### src/rtl/core/lbau_pkg.sv
// Shared types, operation codes and saturating arithmetic for the linear bound unit.
`timescale 1ns / 1ps

package lbau_pkg;

  localparam int unsigned WORD_W = 32;
  localparam int unsigned CMD_W  = 3;

  localparam logic [CMD_W-1:0] CMD_CONCRETIZE = 3'd0;
  localparam logic [CMD_W-1:0] CMD_NEGATE     = 3'd1;
  localparam logic [CMD_W-1:0] CMD_ADD        = 3'd2;
  localparam logic [CMD_W-1:0] CMD_MULTIPLY   = 3'd3;
  localparam logic [CMD_W-1:0] CMD_ADD_SCALAR = 3'd4;
  localparam logic [CMD_W-1:0] CMD_SUB_SCALAR = 3'd5;
  localparam logic [CMD_W-1:0] CMD_SCALE      = 3'd6;

  localparam int unsigned IN_DATA_W  = 360;
  localparam int unsigned OUT_DATA_W = 192;

  localparam logic signed [WORD_W-1:0] WORD_MAX = {1'b0, {(WORD_W-1){1'b1}}};
  localparam logic signed [WORD_W-1:0] WORD_MIN = {1'b1, {(WORD_W-1){1'b0}}};

  typedef logic signed [WORD_W-1:0] word_t;

  typedef struct packed {
    word_t ls;
    word_t lo;
    word_t us;
    word_t uo;
  } bound_t;

  function automatic word_t sat_wide(input logic signed [WORD_W:0] v);
    word_t res;
    if (v[WORD_W] != v[WORD_W-1]) begin
      res = v[WORD_W] ? WORD_MIN : WORD_MAX;
    end else begin
      res = v[WORD_W-1:0];
    end
    return res;
  endfunction

  function automatic word_t sat_add(input word_t a, input word_t b);
    logic signed [WORD_W:0] sum;
    sum = {a[WORD_W-1], a} + {b[WORD_W-1], b};
    return sat_wide(sum);
  endfunction

  function automatic word_t sat_sub(input word_t a, input word_t b);
    logic signed [WORD_W:0] dif;
    dif = {a[WORD_W-1], a} - {b[WORD_W-1], b};
    return sat_wide(dif);
  endfunction

  function automatic word_t sat_neg(input word_t a);
    logic signed [WORD_W:0] neg;
    neg = -{a[WORD_W-1], a};
    return sat_wide(neg);
  endfunction

  function automatic word_t min_w(input word_t a, input word_t b);
    return (a < b) ? a : b;
  endfunction

  function automatic word_t max_w(input word_t a, input word_t b);
    return (a > b) ? a : b;
  endfunction

endpackage

### src/rtl/core/lbau_fx_mul.sv
// Fixed-point multiplier: exact product, floor shift by the fraction width, saturation.
`timescale 1ns / 1ps

module lbau_fx_mul #(
  parameter int unsigned FRAC_BITS = 16
) (
  input  lbau_pkg::word_t a,
  input  lbau_pkg::word_t b,
  output lbau_pkg::word_t y
);

  localparam int unsigned PROD_W = 2 * lbau_pkg::WORD_W;
  localparam int unsigned SHR_W  = PROD_W - FRAC_BITS;

  logic signed [PROD_W-1:0] prod;
  logic signed [SHR_W-1:0]  shr;
  logic                     ovf;

  assign prod = a * b;
  assign shr  = prod[PROD_W-1:FRAC_BITS];
  assign ovf  = (shr[SHR_W-1:lbau_pkg::WORD_W-1] != {(SHR_W-lbau_pkg::WORD_W+1){1'b0}})
             && (shr[SHR_W-1:lbau_pkg::WORD_W-1] != {(SHR_W-lbau_pkg::WORD_W+1){1'b1}});

  always_comb begin
    if (ovf) begin
      y = shr[SHR_W-1] ? lbau_pkg::WORD_MIN : lbau_pkg::WORD_MAX;
    end else begin
      y = shr[lbau_pkg::WORD_W-1:0];
    end
  end

endmodule

### config.mk
export PLATFORM = sky130hd
export DESIGN_NAME = lbau_fx_mul
export DESIGN_NICKNAME = d
export VERILOG_FILES = /design/src/rtl/core/lbau_pkg.sv /design/src/rtl/core/lbau_fx_mul.sv
export SDC_FILE = /design/constraint.sdc
export NUM_CORES = 2
export LEC_CHECK = 0
export ABC_CLOCK_PERIOD_IN_PS = 14100
export BUFFER_PORTS_ARGS = -buffer_cell sky130_fd_sc_hd__buf_2
export CAP_MARGIN = 20
export CORE_ASPECT_RATIO = 0.5
export CORE_MARGIN = 3
export CORE_UTILIZATION = 50
export DETAILED_ROUTE_END_ITERATION = 6
export GPL_TIMING_DRIVEN = 0
export PLACE_DENSITY = 0.66
export SLEW_MARGIN = 10
export SYNTH_ARGS = -nofsm -noshare
export SYNTH_HDL_FRONTEND = slang
export SYNTH_SLANG_ARGS = --single-unit
### constraint.sdc
create_clock -name vclk -period 14.1
set_input_delay 2.115 -clock vclk [all_inputs]
set_output_delay 2.115 -clock vclk [all_outputs]
set_load 0.02 [all_outputs]
==> key figures <==
Route
  – Routed vias: 28500
  – Pre-antenna DRT Iters: 7
  – Routed WL per cell: 26.8 um
  – Iteration-0 DRC count of the detailed router: 2772
  – Routed wire length: 134 mm
  – Drc violations: 0
  – Routed Antenna Nets: 0
  – Vias per cell: 5.70

Logic synthesis
  – Synth top area share: 59.5%
  – Synthesized Nets: 5235
  – Synth warn: 0
  – Mapped cell area: 0.0364 mm2
  – Post-synth cell types: 66
  – Syn Inst Count: 3910
  – Syn avg cell area: 9.31 um2
  – Top-count cell post-synth: fa_1
  – List of most frequent post-synthesis cells: fa_1, inv_1, nand2_1
  – Seq/Total Area, Yosys: 0%
  – Synth area leaders: fa_1, inv_1, and2_1, ha_1, nand2_1
  – Top cell type by total area after synthesis: fa_1

Timing
  – Pins Over Slew Limit: 0
  – Finish-stage setup viols: 0
  – Setup TNS: 0 ns
  – Fin. Hold Viols: 0
  – Period utilization: 99.1%
  – Worst Max-Slew Pin Slew: 1.25 ns
  – Post-layout worst setup margin: 0.128 ns
  – Slew HR: 16.8%
  – Crit path time final: 13.97 ns
  – Max Clock Freq: 0.0716 GHz

Worst setup path
  – Setup Crit Path Kind: in -> out
  – Maximum fanout along the worst path: 10
  – Critical path launch point type: primary input
  – Worst Path Arrival: 11.86 ns
  – Nature of the critical path endpoint: output pin
  – CP required: 11.98 ns
  – Crit path launch: b[19]

Die
  – Initial core utilization: 50.9%
  – FP Rows: 69
  – CORE AREA: 0.0715 mm2
  – Die Wd: 388 um
  – Die area: 0.0763 mm2
  – Die height: 197 um
  – I/O pin total: 96

Place
  – Placed instance area: 0.0381 mm2
  – Estimated wirelength of the detail-placed design: 117 mm
  – Port bufs: 96
  – RD Place Congestion: 1.07
  – Pre-CTS setup slack: -1.64 ns

Finish
  – Final Cell Area: 0.0384 mm2
  – Fraction of layout cells with a size suffix above 1: 5.20%
  – Total of fill cells in the finished design: 6688
  – Number of clock-tree buffers in the layout: 0
  – FF/Latch Area: 0 um2
  – Seq cells: 0
  – Final Net Count: 5350
  – Syn-to-layout area delta: 5.60%

Worst hold path
  – Min-delay src: a[0]
  – Hold EP: y[1]
  – Worst min path class: in -> out
  – Worst hold path depth: 8

Outcome
  – Status: completed

Global routing
  – Initial antenna violation count: 11
  – Largest net degree at the start of global routing: 15
  – Grt total ovfl: 0
  – First-pass GRT wire length: 197 mm
  – GRT Total Usage: 35.9%
  – Number of global-route vias before repair: 29800

Job
  – Max-capacitance violation count: 0
worst max-delay path: stages:
cell and delay, ns:
buf_2 0.19, buf_1 0.76, nand2_1 0.17, fa_1 0.58, fa_1 0.57, inv_1 0.11
fa_1 0.52, inv_1 0.05, fa_1 0.55, inv_1 0.08, fa_1 0.55, fa_1 0.46
fa_1 0.52, fa_1 0.44, ha_1 0.44, nand2_1 0.16, or4b_1 0.60, a2111oi_4 0.58
o21ai_1 0.30, a31oi_1 0.34, a21oi_1 0.16, xnor2_1 0.16, a2111o_1 0.43, o41ai_4 0.32
buf_4 0.24, buf_6 0.20, a21oi_2 0.07, buf_2 0.17
per-stage QoR:
step	std cells	hold WS, ns	utilization, %
after floorplan	3910	4.94	-
after detailed placement	4967	5.44	53.3
after global routing	4982	5.57	53.7
after CTS	4971	5.45	53.5
final	4992	5.42	53.8
after global placement	4964	5.46	53.3
routing by layer:
layer | global-route usage (%) | vias up | wire (um)
li1 | - | 11500 | -
met1 | 50.3 | 15000 | 53200
met2 | 52.6 | 1688 | 56500
met3 | 12.6 | 281 | 18700
met4 | 11.6 | 6 | 5470
met5 | 0.970 | - | 44
layout make-up:
| cell class | instances | area [um2] | area share, % |
|---|---|---|---|
| Tap cell | 958 | 1200 | 3.12 |
| Multi-Input combinational cell | 2766 | 32200 | 83.7 |
| Antenna cell | 11 | 27.5 | 0.0716 |
| Timing Repair Buffer | 118 | 689 | 1.79 |
| Inverter | 937 | 3520 | 9.17 |
| Buffer | 202 | 830 | 2.16 |
worst max-delay path by stage:
| stage | cells after the start | slack (ns) | endpoint |
|---|---|---|---|
| after CTS | 32 | 0.02 | y[2] |
| final | 28 | 0.13 | y[9] |
| after global routing | 32 | -0.0009 | y[6] |
| after detailed placement | 29 | -1.64 | y[9] |
| after global placement | 29 | -1.61 | y[30] |
| after floorplan | 28 | 1.32 | y[30] |
cell families (layout without fill, tap and decap cells):
group	Yosys count	count (layout)	share of synthesized area (%)
compound gates	237	237	4.42
other cells	0	11	0
buf+inv	1144	1257	11.9
simple gates	1209	1209	16.6
xor+xnor	59	59	1.42
fa+ha+maj	1261	1261	65.7
timing repair:
item                       CTS  global route
pin swaps                    4             3
hold buffers                 0             0
setup endpoints to repair   32            31
setup buffers                8             7
resized for setup           24            50
cell usage in the layout, fill, tap and decap left out, types with 17 or more instances in the layout:
| cell | count |
|---|---|
| xor2_1 | 25 |
| xnor2_1 | 34 |
| nand4_1 | 17 |
| buf_2 | 105 |
| o21ai_0 | 47 |
| a21oi_2 | 30 |
| fa_1 | 1076 |
| nor2_1 | 62 |
| a21oi_1 | 62 |
| inv_1 | 935 |
| ha_1 | 179 |
| clkbuf_1 | 167 |
| nand2_1 | 540 |
| and2_1 | 505 |
| clkbuf_2 | 20 |
